### config.mk
export PLATFORM = sky130hd
export DESIGN_NAME = power_step_event_detector_unit
export DESIGN_NICKNAME = d
export VERILOG_FILES = /design/src/hdl/psed_pkg.sv /design/src/hdl/power_step_event_detector_unit.sv /design/src/hdl/psed_window_mem.sv /design/src/hdl/psed_divider.sv
export SDC_FILE = /design/constraint.sdc
export NUM_CORES = 2
export LEC_CHECK = 0
export BUFFER_PORTS_ARGS = -buffer_cell sky130_fd_sc_hd__buf_2
export CORE_ASPECT_RATIO = 1.2
export CORE_MARGIN = 2
export CORE_UTILIZATION = 45
export DETAILED_ROUTE_END_ITERATION = 6
export HOLD_SLACK_MARGIN = 0.03
export MAX_ROUTING_LAYER = met4
export REMOVE_ABC_BUFFERS = 1
export SYNTH_ARGS = -nofsm -noshare
export SYNTH_HDL_FRONTEND = slang
export SYNTH_SLANG_ARGS = --single-unit
### constraint.sdc
create_clock -name clock -period 5.8 [get_ports clock]
set_clock_uncertainty 0.15 [all_clocks]
set_input_delay 0.58 -clock clock [delete_from_list [all_inputs] [get_ports clock]]
set_output_delay 0.58 -clock clock [all_outputs]
set_load 0.01 [all_outputs]
### src/hdl/psed_pkg.sv
// Package of the power step event detector: constants, codes and types.
`timescale 1ns / 1ps

package psed_pkg;

   // Default sizes
   localparam int DEF_MAX_WINDOW  = 32;
   localparam int DEF_SAMPLE_BITS = 24;

   // Configuration port
   localparam int CSR_INDEX_BITS = 2;
   localparam int CSR_DATA_BITS  = 23;
   localparam int WLEN_BITS      = 6;
   localparam int BAND_BITS      = 23;

   localparam logic [CSR_INDEX_BITS-1:0] CSR_WINDOW_LENGTH = 2'd0;
   localparam logic [CSR_INDEX_BITS-1:0] CSR_STEADY_BAND   = 2'd1;
   localparam logic [CSR_INDEX_BITS-1:0] CSR_MIN_STEP      = 2'd2;

   localparam logic [WLEN_BITS-1:0] RESET_WINDOW_LENGTH = 6'd4;
   localparam logic [BAND_BITS-1:0] RESET_STEADY_BAND   = 23'd320;
   localparam logic [BAND_BITS-1:0] RESET_MIN_STEP      = 23'd480;

   // Sequencer states
   typedef enum logic [2:0] {
      ST_IDLE,
      ST_WRITE,
      ST_SCAN,
      ST_CHECK,
      ST_DIV_ACTIVE,
      ST_DIV_REACTIVE,
      ST_DECIDE,
      ST_EMIT
   } psed_state_type;

   // Divider status toward the sequencer
   typedef struct packed {
      logic busy;
      logic done;
   } div_status_type;

endpackage

### src/hdl/power_step_event_detector_unit.sv
// Top level of the power step event detector.
//
// Usage: one request on req_ carries an active and a reactive power sample.
// The block writes it into the sample ring; with the window full it scans the
// W stored samples for spread and sums and, if the spread is within the band,
// runs both rounded means through one serial divider. A step above min_step
// yields one response on rsp_; otherwise none. Configuration writes on csr_
// to a valid index clear the window and the baseline; they belong in idle time.
// Timing: req_tready is high only between requests. A request that leaves the
// window unfilled only writes the ring; for a full window the time is set by
// the window scan through the single read port and the one-bit-per-cycle
// divider, whose dividend is SUM_BITS wide (SUM_BITS = SAMPLE_BITS +
// clog2(MAX_WINDOW+1), 30 by default). A response sits in an output register
// until taken; the block takes new requests meanwhile and stalls only when a
// second response is ready before the first is taken.
// Reset (synchronous, active high) restores the register defaults and empties
// the window and the baseline.
`timescale 1ns / 1ps

module power_step_event_detector_unit #(
   parameter int MAX_WINDOW  = psed_pkg::DEF_MAX_WINDOW,
   parameter int SAMPLE_BITS = psed_pkg::DEF_SAMPLE_BITS
) (
   input  logic                                  clock,
   input  logic                                  reset,
   // request: active_power, reactive_power
   input  logic                                  req_tvalid,
   output logic                                  req_tready,
   input  logic [((2*SAMPLE_BITS+7)/8)*8-1:0]    req_tdata,
   // response: delta_active, delta_reactive, new_level
   output logic                                  rsp_tvalid,
   input  logic                                  rsp_tready,
   output logic [((3*SAMPLE_BITS+2+7)/8)*8-1:0]  rsp_tdata,
   // response flags: turn_on
   output logic [0:0]                            rsp_tuser,
   // configuration write port
   input  logic                                  csr_we,
   input  logic [psed_pkg::CSR_INDEX_BITS-1:0]   csr_index,
   input  logic [psed_pkg::CSR_DATA_BITS-1:0]    csr_wdata
);
   import psed_pkg::*;

   localparam int SB    = SAMPLE_BITS;
   localparam int AW    = $clog2(MAX_WINDOW);
   localparam int CW    = $clog2(MAX_WINDOW + 1);
   localparam int SW    = SAMPLE_BITS + CW;
   localparam int ODW   = ((3*SAMPLE_BITS+2+7)/8)*8;
   localparam int CMPW  = ((SAMPLE_BITS + 1) > BAND_BITS) ? (SAMPLE_BITS + 1) : BAND_BITS;

   psed_state_type state_ff, state_in;

   logic [WLEN_BITS-1:0] wlen_ff, wlen_in;
   logic [BAND_BITS-1:0] band_ff, band_in;
   logic [BAND_BITS-1:0] mstep_ff, mstep_in;

   logic [CW-1:0]        fill_ff, fill_in;
   logic [AW-1:0]        oldest_ff, oldest_in;
   logic                 bvalid_ff, bvalid_in;
   logic [SB-1:0]        base_a_ff, base_a_in;
   logic [SB-1:0]        base_r_ff, base_r_in;

   logic [SB-1:0]        samp_a_ff, samp_a_in;
   logic [SB-1:0]        samp_r_ff, samp_r_in;

   logic [CW-1:0]        rd_idx_ff, rd_idx_in;
   logic                 rdv_ff, rdv_in;
   logic signed [SB-1:0] mn_ff, mn_in;
   logic signed [SB-1:0] mx_ff, mx_in;
   logic [SW-1:0]        sum_a_ff, sum_a_in;
   logic [SW-1:0]        sum_r_ff, sum_r_in;

   logic [SB-1:0]        lp_ff, lp_in;
   logic [SB-1:0]        lq_ff, lq_in;
   logic [SB:0]          step_ff, step_in;
   logic [SB:0]          dq_ff, dq_in;

   logic                 rsp_valid_ff, rsp_valid_in;
   logic [SB:0]          rsp_da_ff, rsp_da_in;
   logic [SB:0]          rsp_dr_ff, rsp_dr_in;
   logic                 rsp_on_ff, rsp_on_in;
   logic [SB-1:0]        rsp_lvl_ff, rsp_lvl_in;

   // Control from the sequencer
   logic                 accept;
   logic                 mem_we;
   logic                 div_start;
   logic                 rsp_load;

   // Datapath helpers
   logic [CW-1:0]        w_eff;
   logic [CW-1:0]        w_half;
   logic                 fill_short;
   logic                 full_after;
   logic [AW-1:0]        slot;
   logic [CW-1:0]        oldest_inc;
   logic                 rd_en;
   logic [SB-1:0]        rd_active;
   logic [SB-1:0]        rd_reactive;
   logic [SB:0]          spread;
   logic                 spread_ok;
   logic [SW-1:0]        mag_a;
   logic [SW-1:0]        mag_r;
   logic [SW-1:0]        div_dividend;
   logic [SW-1:0]        div_quotient;
   div_status_type       div_status;
   logic                 mean_neg;
   logic [SB:0]          mean_mag;
   logic [SB:0]          mean_full;
   logic [SB:0]          step_c;
   logic [SB:0]          dq_c;
   logic [SB:0]          step_mag;
   logic                 step_big;

   // Effective window length: zero means one, saturate at the ring depth
   always_comb begin
      if (wlen_ff == '0) begin
         w_eff = CW'(1);
      end else if (32'(wlen_ff) > MAX_WINDOW) begin
         w_eff = CW'(MAX_WINDOW);
      end else begin
         w_eff = CW'(wlen_ff);
      end
      w_half = w_eff >> 1;
   end

   // Ring slot and fill bookkeeping
   always_comb begin
      fill_short = (fill_ff < w_eff);
      oldest_inc = CW'(oldest_ff) + CW'(1);
      slot       = fill_short ? fill_ff[AW-1:0] : oldest_ff;
      full_after = !fill_short || ((fill_ff + CW'(1)) == w_eff);
      rd_en      = (rd_idx_ff < w_eff);
   end

   // Spread check and divider operands
   always_comb begin
      spread    = {mx_ff[SB-1], mx_ff} - {mn_ff[SB-1], mn_ff};
      spread_ok = !(CMPW'(spread) > CMPW'(band_ff));
      mag_a     = (sum_a_ff[SW-1] ? (SW'(0) - sum_a_ff) : sum_a_ff)
                  + {{(SW-CW){1'b0}}, w_half};
      mag_r     = (sum_r_ff[SW-1] ? (SW'(0) - sum_r_ff) : sum_r_ff)
                  + {{(SW-CW){1'b0}}, w_half};
      div_dividend = (state_ff == ST_CHECK) ? mag_a : mag_r;
   end

   // Signed mean from the quotient magnitude
   always_comb begin
      mean_neg  = (state_ff == ST_DIV_ACTIVE) ? sum_a_ff[SW-1] : sum_r_ff[SW-1];
      mean_mag  = div_quotient[SB:0];
      mean_full = mean_neg ? ((SB+1)'(0) - mean_mag) : mean_mag;
   end

   // Step against the baseline
   always_comb begin
      step_c   = {lp_ff[SB-1], lp_ff} - {base_a_ff[SB-1], base_a_ff};
      dq_c     = {lq_ff[SB-1], lq_ff} - {base_r_ff[SB-1], base_r_ff};
      step_mag = step_c[SB] ? ((SB+1)'(0) - step_c) : step_c;
      step_big = (CMPW'(step_mag) > CMPW'(mstep_ff));
   end

   // Next state
   always_comb begin
      state_in = state_ff;
      unique case (state_ff)
         ST_IDLE: begin
            if (req_tvalid) state_in = ST_WRITE;
         end
         ST_WRITE: begin
            state_in = full_after ? ST_SCAN : ST_IDLE;
         end
         ST_SCAN: begin
            if (!rd_en && !rdv_ff) state_in = ST_CHECK;
         end
         ST_CHECK: begin
            state_in = spread_ok ? ST_DIV_ACTIVE : ST_IDLE;
         end
         ST_DIV_ACTIVE: begin
            if (div_status.done) state_in = ST_DIV_REACTIVE;
         end
         ST_DIV_REACTIVE: begin
            if (div_status.done) state_in = ST_DECIDE;
         end
         ST_DECIDE: begin
            state_in = (bvalid_ff && step_big) ? ST_EMIT : ST_IDLE;
         end
         ST_EMIT: begin
            if (!rsp_valid_ff || rsp_tready) state_in = ST_IDLE;
         end
         default: state_in = ST_IDLE;
      endcase
   end

   // Sequencer outputs
   always_comb begin
      req_tready = (state_ff == ST_IDLE);
      accept     = req_tvalid && (state_ff == ST_IDLE);
      mem_we     = (state_ff == ST_WRITE);
      div_start  = ((state_ff == ST_CHECK) && spread_ok)
                   || ((state_ff == ST_DIV_ACTIVE) && div_status.done);
      rsp_load   = (state_ff == ST_EMIT) && (!rsp_valid_ff || rsp_tready);
   end

   // Datapath next values
   always_comb begin
      wlen_in   = wlen_ff;
      band_in   = band_ff;
      mstep_in  = mstep_ff;
      fill_in   = fill_ff;
      oldest_in = oldest_ff;
      bvalid_in = bvalid_ff;
      base_a_in = base_a_ff;
      base_r_in = base_r_ff;
      samp_a_in = samp_a_ff;
      samp_r_in = samp_r_ff;
      rd_idx_in = rd_idx_ff;
      rdv_in    = 1'b0;
      mn_in     = mn_ff;
      mx_in     = mx_ff;
      sum_a_in  = sum_a_ff;
      sum_r_in  = sum_r_ff;
      lp_in     = lp_ff;
      lq_in     = lq_ff;
      step_in   = step_ff;
      dq_in     = dq_ff;
      rsp_valid_in = rsp_valid_ff && !rsp_tready;
      rsp_da_in    = rsp_da_ff;
      rsp_dr_in    = rsp_dr_ff;
      rsp_on_in    = rsp_on_ff;
      rsp_lvl_in   = rsp_lvl_ff;

      // Capture the request
      if (accept) begin
         samp_a_in = req_tdata[SB-1:0];
         samp_r_in = req_tdata[2*SB-1:SB];
      end

      // Place the sample in the ring, prepare the scan
      if (state_ff == ST_WRITE) begin
         if (fill_short) begin
            fill_in = fill_ff + CW'(1);
         end else begin
            oldest_in = (oldest_inc == w_eff) ? '0 : oldest_inc[AW-1:0];
         end
         rd_idx_in = '0;
         mn_in     = {1'b0, {(SB-1){1'b1}}};
         mx_in     = {1'b1, {(SB-1){1'b0}}};
         sum_a_in  = '0;
         sum_r_in  = '0;
      end

      // Scan: issue one read a cycle, fold in the data of the previous one
      if (state_ff == ST_SCAN) begin
         if (rd_en) begin
            rd_idx_in = rd_idx_ff + CW'(1);
            rdv_in    = 1'b1;
         end
         if (rdv_ff) begin
            if ($signed(rd_active) < mn_ff) mn_in = $signed(rd_active);
            if ($signed(rd_active) > mx_ff) mx_in = $signed(rd_active);
            sum_a_in = sum_a_ff + {{(SW-SB){rd_active[SB-1]}}, rd_active};
            sum_r_in = sum_r_ff + {{(SW-SB){rd_reactive[SB-1]}}, rd_reactive};
         end
      end

      // Means out of the divider
      if ((state_ff == ST_DIV_ACTIVE) && div_status.done) begin
         lp_in = mean_full[SB-1:0];
      end
      if ((state_ff == ST_DIV_REACTIVE) && div_status.done) begin
         lq_in = mean_full[SB-1:0];
      end

      // Baseline follows every settled window
      if (state_ff == ST_DECIDE) begin
         step_in   = step_c;
         dq_in     = dq_c;
         bvalid_in = 1'b1;
         base_a_in = lp_ff;
         base_r_in = lq_ff;
      end

      // Response register
      if (rsp_load) begin
         rsp_valid_in = 1'b1;
         rsp_da_in    = step_ff;
         rsp_dr_in    = dq_ff;
         rsp_on_in    = !step_ff[SB];
         rsp_lvl_in   = lp_ff;
      end

      // Configuration write to a valid index clears window and baseline
      if (csr_we) begin
         case (csr_index)
            CSR_WINDOW_LENGTH: wlen_in  = csr_wdata[WLEN_BITS-1:0];
            CSR_STEADY_BAND:   band_in  = csr_wdata[BAND_BITS-1:0];
            CSR_MIN_STEP:      mstep_in = csr_wdata[BAND_BITS-1:0];
            default: ;
         endcase
         if ((csr_index == CSR_WINDOW_LENGTH) || (csr_index == CSR_STEADY_BAND)
             || (csr_index == CSR_MIN_STEP)) begin
            fill_in   = '0;
            oldest_in = '0;
            bvalid_in = 1'b0;
            base_a_in = '0;
            base_r_in = '0;
         end
      end
   end

   // Control registers
   always_ff @(posedge clock) begin
      if (reset) begin
         state_ff     <= ST_IDLE;
         wlen_ff      <= RESET_WINDOW_LENGTH;
         band_ff      <= RESET_STEADY_BAND;
         mstep_ff     <= RESET_MIN_STEP;
         fill_ff      <= '0;
         oldest_ff    <= '0;
         bvalid_ff    <= 1'b0;
         base_a_ff    <= '0;
         base_r_ff    <= '0;
         rd_idx_ff    <= '0;
         rdv_ff       <= 1'b0;
         rsp_valid_ff <= 1'b0;
      end else begin
         state_ff     <= state_in;
         wlen_ff      <= wlen_in;
         band_ff      <= band_in;
         mstep_ff     <= mstep_in;
         fill_ff      <= fill_in;
         oldest_ff    <= oldest_in;
         bvalid_ff    <= bvalid_in;
         base_a_ff    <= base_a_in;
         base_r_ff    <= base_r_in;
         rd_idx_ff    <= rd_idx_in;
         rdv_ff       <= rdv_in;
         rsp_valid_ff <= rsp_valid_in;
      end
   end

   // Payload registers
   always_ff @(posedge clock) begin
      samp_a_ff  <= samp_a_in;
      samp_r_ff  <= samp_r_in;
      mn_ff      <= mn_in;
      mx_ff      <= mx_in;
      sum_a_ff   <= sum_a_in;
      sum_r_ff   <= sum_r_in;
      lp_ff      <= lp_in;
      lq_ff      <= lq_in;
      step_ff    <= step_in;
      dq_ff      <= dq_in;
      rsp_da_ff  <= rsp_da_in;
      rsp_dr_ff  <= rsp_dr_in;
      rsp_on_ff  <= rsp_on_in;
      rsp_lvl_ff <= rsp_lvl_in;
   end

   // Sample ring
   psed_window_mem #(
      .DEPTH     (MAX_WINDOW),
      .DATA_BITS (SAMPLE_BITS)
   ) u_window_mem (
      .clock          (clock),
      .write_en       (mem_we),
      .write_addr     (slot),
      .write_active   (samp_a_ff),
      .write_reactive (samp_r_ff),
      .read_addr      (rd_idx_ff[AW-1:0]),
      .read_active    (rd_active),
      .read_reactive  (rd_reactive)
   );

   // Shared divider for both means
   psed_divider #(
      .DIVIDEND_BITS (SW),
      .DIVISOR_BITS  (CW)
   ) u_divider (
      .clock    (clock),
      .reset    (reset),
      .start    (div_start),
      .dividend (div_dividend),
      .divisor  (w_eff),
      .quotient (div_quotient),
      .status   (div_status)
   );

   // Response ports
   assign rsp_tvalid   = rsp_valid_ff;
   assign rsp_tdata    = ODW'({rsp_lvl_ff, rsp_dr_ff, rsp_da_ff});
   assign rsp_tuser[0] = rsp_on_ff;

endmodule

### src/hdl/psed_window_mem.sv
// Sample window store: active and reactive rings, one write and one registered read port.
`timescale 1ns / 1ps

module psed_window_mem #(
   parameter int DEPTH     = psed_pkg::DEF_MAX_WINDOW,
   parameter int DATA_BITS = psed_pkg::DEF_SAMPLE_BITS
) (
   input  logic                       clock,
   input  logic                       write_en,
   input  logic [$clog2(DEPTH)-1:0]   write_addr,
   input  logic [DATA_BITS-1:0]       write_active,
   input  logic [DATA_BITS-1:0]       write_reactive,
   input  logic [$clog2(DEPTH)-1:0]   read_addr,
   output logic [DATA_BITS-1:0]       read_active,
   output logic [DATA_BITS-1:0]       read_reactive
);
   import psed_pkg::*;

   logic [DATA_BITS-1:0] active_mem_ff   [DEPTH];
   logic [DATA_BITS-1:0] reactive_mem_ff [DEPTH];
   logic [DATA_BITS-1:0] read_active_ff;
   logic [DATA_BITS-1:0] read_reactive_ff;

   // Write port
   always_ff @(posedge clock) begin
      if (write_en) begin
         active_mem_ff[write_addr]   <= write_active;
         reactive_mem_ff[write_addr] <= write_reactive;
      end
   end

   // Registered read port
   always_ff @(posedge clock) begin
      read_active_ff   <= active_mem_ff[read_addr];
      read_reactive_ff <= reactive_mem_ff[read_addr];
   end

   assign read_active   = read_active_ff;
   assign read_reactive = read_reactive_ff;

endmodule

### src/hdl/psed_divider.sv
// Serial restoring divider, one quotient bit per cycle, shared by both means.
`timescale 1ns / 1ps

module psed_divider #(
   parameter int DIVIDEND_BITS = 30,
   parameter int DIVISOR_BITS  = 6
) (
   input  logic                          clock,
   input  logic                          reset,
   input  logic                          start,
   input  logic [DIVIDEND_BITS-1:0]      dividend,
   input  logic [DIVISOR_BITS-1:0]       divisor,
   output logic [DIVIDEND_BITS-1:0]      quotient,
   output psed_pkg::div_status_type      status
);
   import psed_pkg::*;

   localparam int CNT_BITS = $clog2(DIVIDEND_BITS + 1);

   logic [DIVISOR_BITS-1:0]  rem_ff, rem_in;
   logic [DIVIDEND_BITS-1:0] quo_ff, quo_in;
   logic [DIVISOR_BITS-1:0]  dsr_ff, dsr_in;
   logic [CNT_BITS-1:0]      cnt_ff, cnt_in;
   logic                     busy_ff, busy_in;
   logic                     done_ff, done_in;

   logic [DIVISOR_BITS:0]    rem_shift;
   logic [DIVISOR_BITS+1:0]  trial;

   // One restoring step
   always_comb begin
      rem_shift = {rem_ff, quo_ff[DIVIDEND_BITS-1]};
      trial     = {1'b0, rem_shift} - {2'b00, dsr_ff};
   end

   always_comb begin
      rem_in  = rem_ff;
      quo_in  = quo_ff;
      dsr_in  = dsr_ff;
      cnt_in  = cnt_ff;
      busy_in = busy_ff;
      done_in = 1'b0;
      if (start) begin
         rem_in  = '0;
         quo_in  = dividend;
         dsr_in  = divisor;
         cnt_in  = CNT_BITS'(DIVIDEND_BITS);
         busy_in = 1'b1;
      end else if (busy_ff) begin
         if (trial[DIVISOR_BITS+1]) begin
            rem_in = rem_shift[DIVISOR_BITS-1:0];
            quo_in = {quo_ff[DIVIDEND_BITS-2:0], 1'b0};
         end else begin
            rem_in = trial[DIVISOR_BITS-1:0];
            quo_in = {quo_ff[DIVIDEND_BITS-2:0], 1'b1};
         end
         cnt_in = cnt_ff - 1'b1;
         if (cnt_ff == CNT_BITS'(1)) begin
            busy_in = 1'b0;
            done_in = 1'b1;
         end
      end
   end

   always_ff @(posedge clock) begin
      if (reset) begin
         busy_ff <= 1'b0;
         done_ff <= 1'b0;
         cnt_ff  <= '0;
      end else begin
         busy_ff <= busy_in;
         done_ff <= done_in;
         cnt_ff  <= cnt_in;
      end
   end

   always_ff @(posedge clock) begin
      rem_ff <= rem_in;
      quo_ff <= quo_in;
      dsr_ff <= dsr_in;
   end

   assign quotient    = quo_ff;
   assign status.busy = busy_ff;
   assign status.done = done_ff;

endmodule

==> flow_summary.ini <==
[run_status]
status = finished clean

[flow_run]
maxCapViolations = 0

[grt]
grt_pass1_vias = 49011
grt_pass1_wl_um = 326200
grt.overflow.total = 0
antenna_found_initial = 4
grt_max_degree = 96
grt_usage_pct = 22.65

[yosys]
synthTopCellsByArea = edfxtp_1 61%, mux4_2 12%, dfxtp_1 6.6%, ha_1 3.6%, a21oi_1 1.4%
mappedNetlistArea_um2 = 88560
ys_ff_latch = 2085
synthDistinctLibCells = 93
yosysWarnings = 0
syn_inst = 5412
synth_top_area_share_pct = 60.79
synth_top_cell_by_area = edfxtp_1
synth_edf_count = 1793
yosys_most_used_dff = edfxtp_1
postSynthAreaPerCell_um2 = 16.36
yosysSeqAreaShare_pct = 67.39
async_flop_share_pct = 0

[pwr]
vdd_drop_max_mv = 0.2660
p_per_area_nw_per_um2 = 309.6
p_leak_nw = 33.33

[detailed_routing]
wl_um = 220600
wl_per_cell_um = 25.88
antenna_left = 0
drt-initial-drc-count = 5173
drc_errors = 0
firstDrtPassIters = 6
vias_per_cell = 5.736
num_vias = 48896

[timing]
tightestPinTransition_ns = 1.296
slew_viol_final = 0
period_minus_slack_ns = 5.457
fmax_mhz = 183.3
timing.hold.ws_ns = 0.1153
fin_ws_ns = 0.3435
slew-limit-headroom_pct = 13.39
hold_viol_final = 0
min_period_over_period_pct = 94.08
rsz0062_at_grt = no
setup_viol = 0

[setup_path]
start_kind = flip-flop
max_stage_delay_ns = 0.76
crit_family = compound AO/OA/AOI/OAI gates
timing.critical_path.buf_inv = 4
worstSetupPathType = flip-flop to flip-flop
crit_arrival_ns = 5.92
cp_max_fo = 17
crit_path_cell_trace = inv_1, ha_1, inv_1, fa_1, a21o_1, a21oi_2, o21a_1, o31ai_1, a41o_1, nor3b_2, buf_4, o21ai_0, nand2b_1, a21oi_1, xnor2_1, ha_1, nand2_1, nor4_1, a2111oi_1, a21oi_1, or4b_2, nand2_4, buf_12, mux2_2
worstPathRequired_ns = 6.27
cp-end-kind = flip-flop
cp_slowest_cell = or4b_2

[cts]
cts_buffer_depth = 3
tritoncts.num_buffers = 202
cts_tree = yes
path_clk_slew_ns = 0.06
insertion_delay_ns = 0.86
cts-root-buf = clkbuf_16
h-tree-depth = 4
clock-sinks = 2085

[finish]
final_cell_mix = 1793 x edfxtp_1, 480 x mux4_2, 313 x nand2_1, 287 x dfxtp_1, 254 x ha_1
drive_gt1_share_pct = 20.99
final_common_cell = edfxtp_1
syn2layout_area_growth_pct = 14.00
fin_cells = 8524
nets = 6075
final_core_util_pct = 51.58
fillers = 15918

[placement]
port_buffers = 154
pre_cts_ws_ns = 0.1081
dp.cells = 8069
place.gp.congestion = 0.8761
dp_hpwl_um = 130200

[floorplan]
core_area_um2 = 195800
rows = 178
start_util_pct = 45.24
die_y_um = 490.0
ios = 161
design.die.area_um2 = 200400
fp.dieW_um = 409.0

[worst_hold_path]
hold_class = primary input to flip-flop
[power by group]
group	switching, mW	internal [mW]
combinational	0.632	0.508
sequential	0.377	16.5
clock	5.76	7.47
[worst reg2reg max path, cell delays in order, from the launching register on]
cell and delay (ns):
dfxtp_1 0.33, inv_1 0.06, ha_1 0.16, inv_1 0.06, fa_1 0.40, a21o_1 0.20
a21oi_2 0.16, o21a_1 0.14, o31ai_1 0.11, a41o_1 0.30, nor3b_2 0.18, buf_4 0.13
o21ai_0 0.17, nand2b_1 0.07, a21oi_1 0.17, xnor2_1 0.14, ha_1 0.27, nand2_1 0.10
nor4_1 0.07, a2111oi_1 0.34, a21oi_1 0.18, or4b_2 0.76, nand2_4 0.14, buf_12 0.16
mux2_2 0.34
[Yosys cell counts (14+ instances only)]
| master | n |
|---|---|
| o41ai_1 | 14 |
| nor2_1 | 243 |
| and3_1 | 22 |
| o21ai_0 | 175 |
| buf_1 | 45 |
| clkbuf_1 | 182 |
| or2_2 | 21 |
| xor2_1 | 98 |
| o22a_1 | 24 |
| o21bai_1 | 14 |
| a21o_1 | 75 |
| mux2i_1 | 26 |
| a21oi_1 | 254 |
| ha_1 | 254 |
| nor3b_1 | 14 |
| or3_1 | 16 |
| xnor2_1 | 142 |
| nor4_1 | 19 |
| inv_1 | 230 |
| nand4_1 | 26 |
| a31oi_1 | 28 |
| o31ai_1 | 36 |
| mux2_2 | 80 |
| nand3_1 | 120 |
| dfxtp_1 | 292 |
| edfxtp_1 | 1793 |
| a211oi_1 | 30 |
| nand2b_1 | 43 |
| nor2b_1 | 38 |
| mux4_2 | 480 |
| nand2_1 | 314 |
| nor3_1 | 50 |
| o21a_1 | 40 |
[logic make-up (layout without fill, tap and decap cells)]
logic type	count (synthesis)	count (layout)	share of synthesized area [%]
other	1	9	0.004234
adder cells (fa/ha/maj)	261	261	3.747
flip-flops	2085	2085	67.39
AND/OR/NAND/NOR	982	982	5.284
buffers and inverters	470	964	2.070
XOR/XNOR	241	241	2.392
multiplexers	586	586	13.52
AO/OA/AOI/OAI	786	786	5.593
[state kept, by name, indices dropped and copies added (netlist names), 25 cells and up]
register and count:
dq_ff 25, sum_r_ff 30, u_window_mem.reactive_mem_ff 768, rsp_dr_ff 25
u_window_mem.active_mem_ff 768, rsp_da_ff 25, u_divider.quotient 30, step_ff 25
sum_a_ff 30
[path summary, 6_finish.rpt]
path	from	cells past startpoint	slack, ns	to
worst max-delay path	mx_ff[0]$_DFF_P_	24	0.34	u_divider.quotient[16]$_DFFE_PP_
worst min-delay path	req_tvalid	3	0.12	state_ff[0]$_SDFFE_PP0P_
worst max register to register	mx_ff[0]$_DFF_P_	24	0.34	u_divider.quotient[16]$_DFFE_PP_
worst min register to register	step_ff[20]$_DFFE_PP_	0	0.27	rsp_da_ff[20]$_DFFE_PP_
[cell type report]
type / count / area, um^2 / share of cell area, %
Timing Repair Buffer: 354 / 3053 / 3.024
Inverter: 231 / 868.3 / 0.8600
Multi-Input combinational cell: 2862 / 27400 / 27.14
Clock inverter: 116 / 1261 / 1.249
Clock buffer: 263 / 5406 / 5.355
Antenna cell: 3 / 7.507 / 0.007435
Sequential cell: 2085 / 59710 / 59.13
Tap cell: 2610 / 3266 / 3.234
[repair_timing]
item / CTS / global route
hold buffers: 72 / 0
gates resized for setup: 0 / 10
setup endpoints to repair: 0 / 68
hold endpoints to repair: 101 / 0
buffers inserted: 0 / 1
[per-stage QoR]
| step | area, um^2 | total power [mW] | TNS, ns |
|---|---|---|---|
| 2_1_floorplan | 87620 | 17.90 | -690.05 |
| 3_3_place_gp | 93520 | 18.30 | 0 |
| 3_5_place_dp | 93520 | 18.33 | 0 |
| 4_1_cts | 100900 | 31.52 | 0 |
| 5_1_grt | 101000 | 32.21 | 0 |
| 6_report | 101000 | 31.26 | 0 |
[metal layers]
layer	track usage [%]	vias up	wire [um]
met3	2.634	314	11060
li1	-	21829	-
met1	29.66	25386	92380
met2	37.85	1367	112100
met5	-	-	0
met4	5.604	0	5040
No activity file was read; power rests on OpenSTA's default activity.
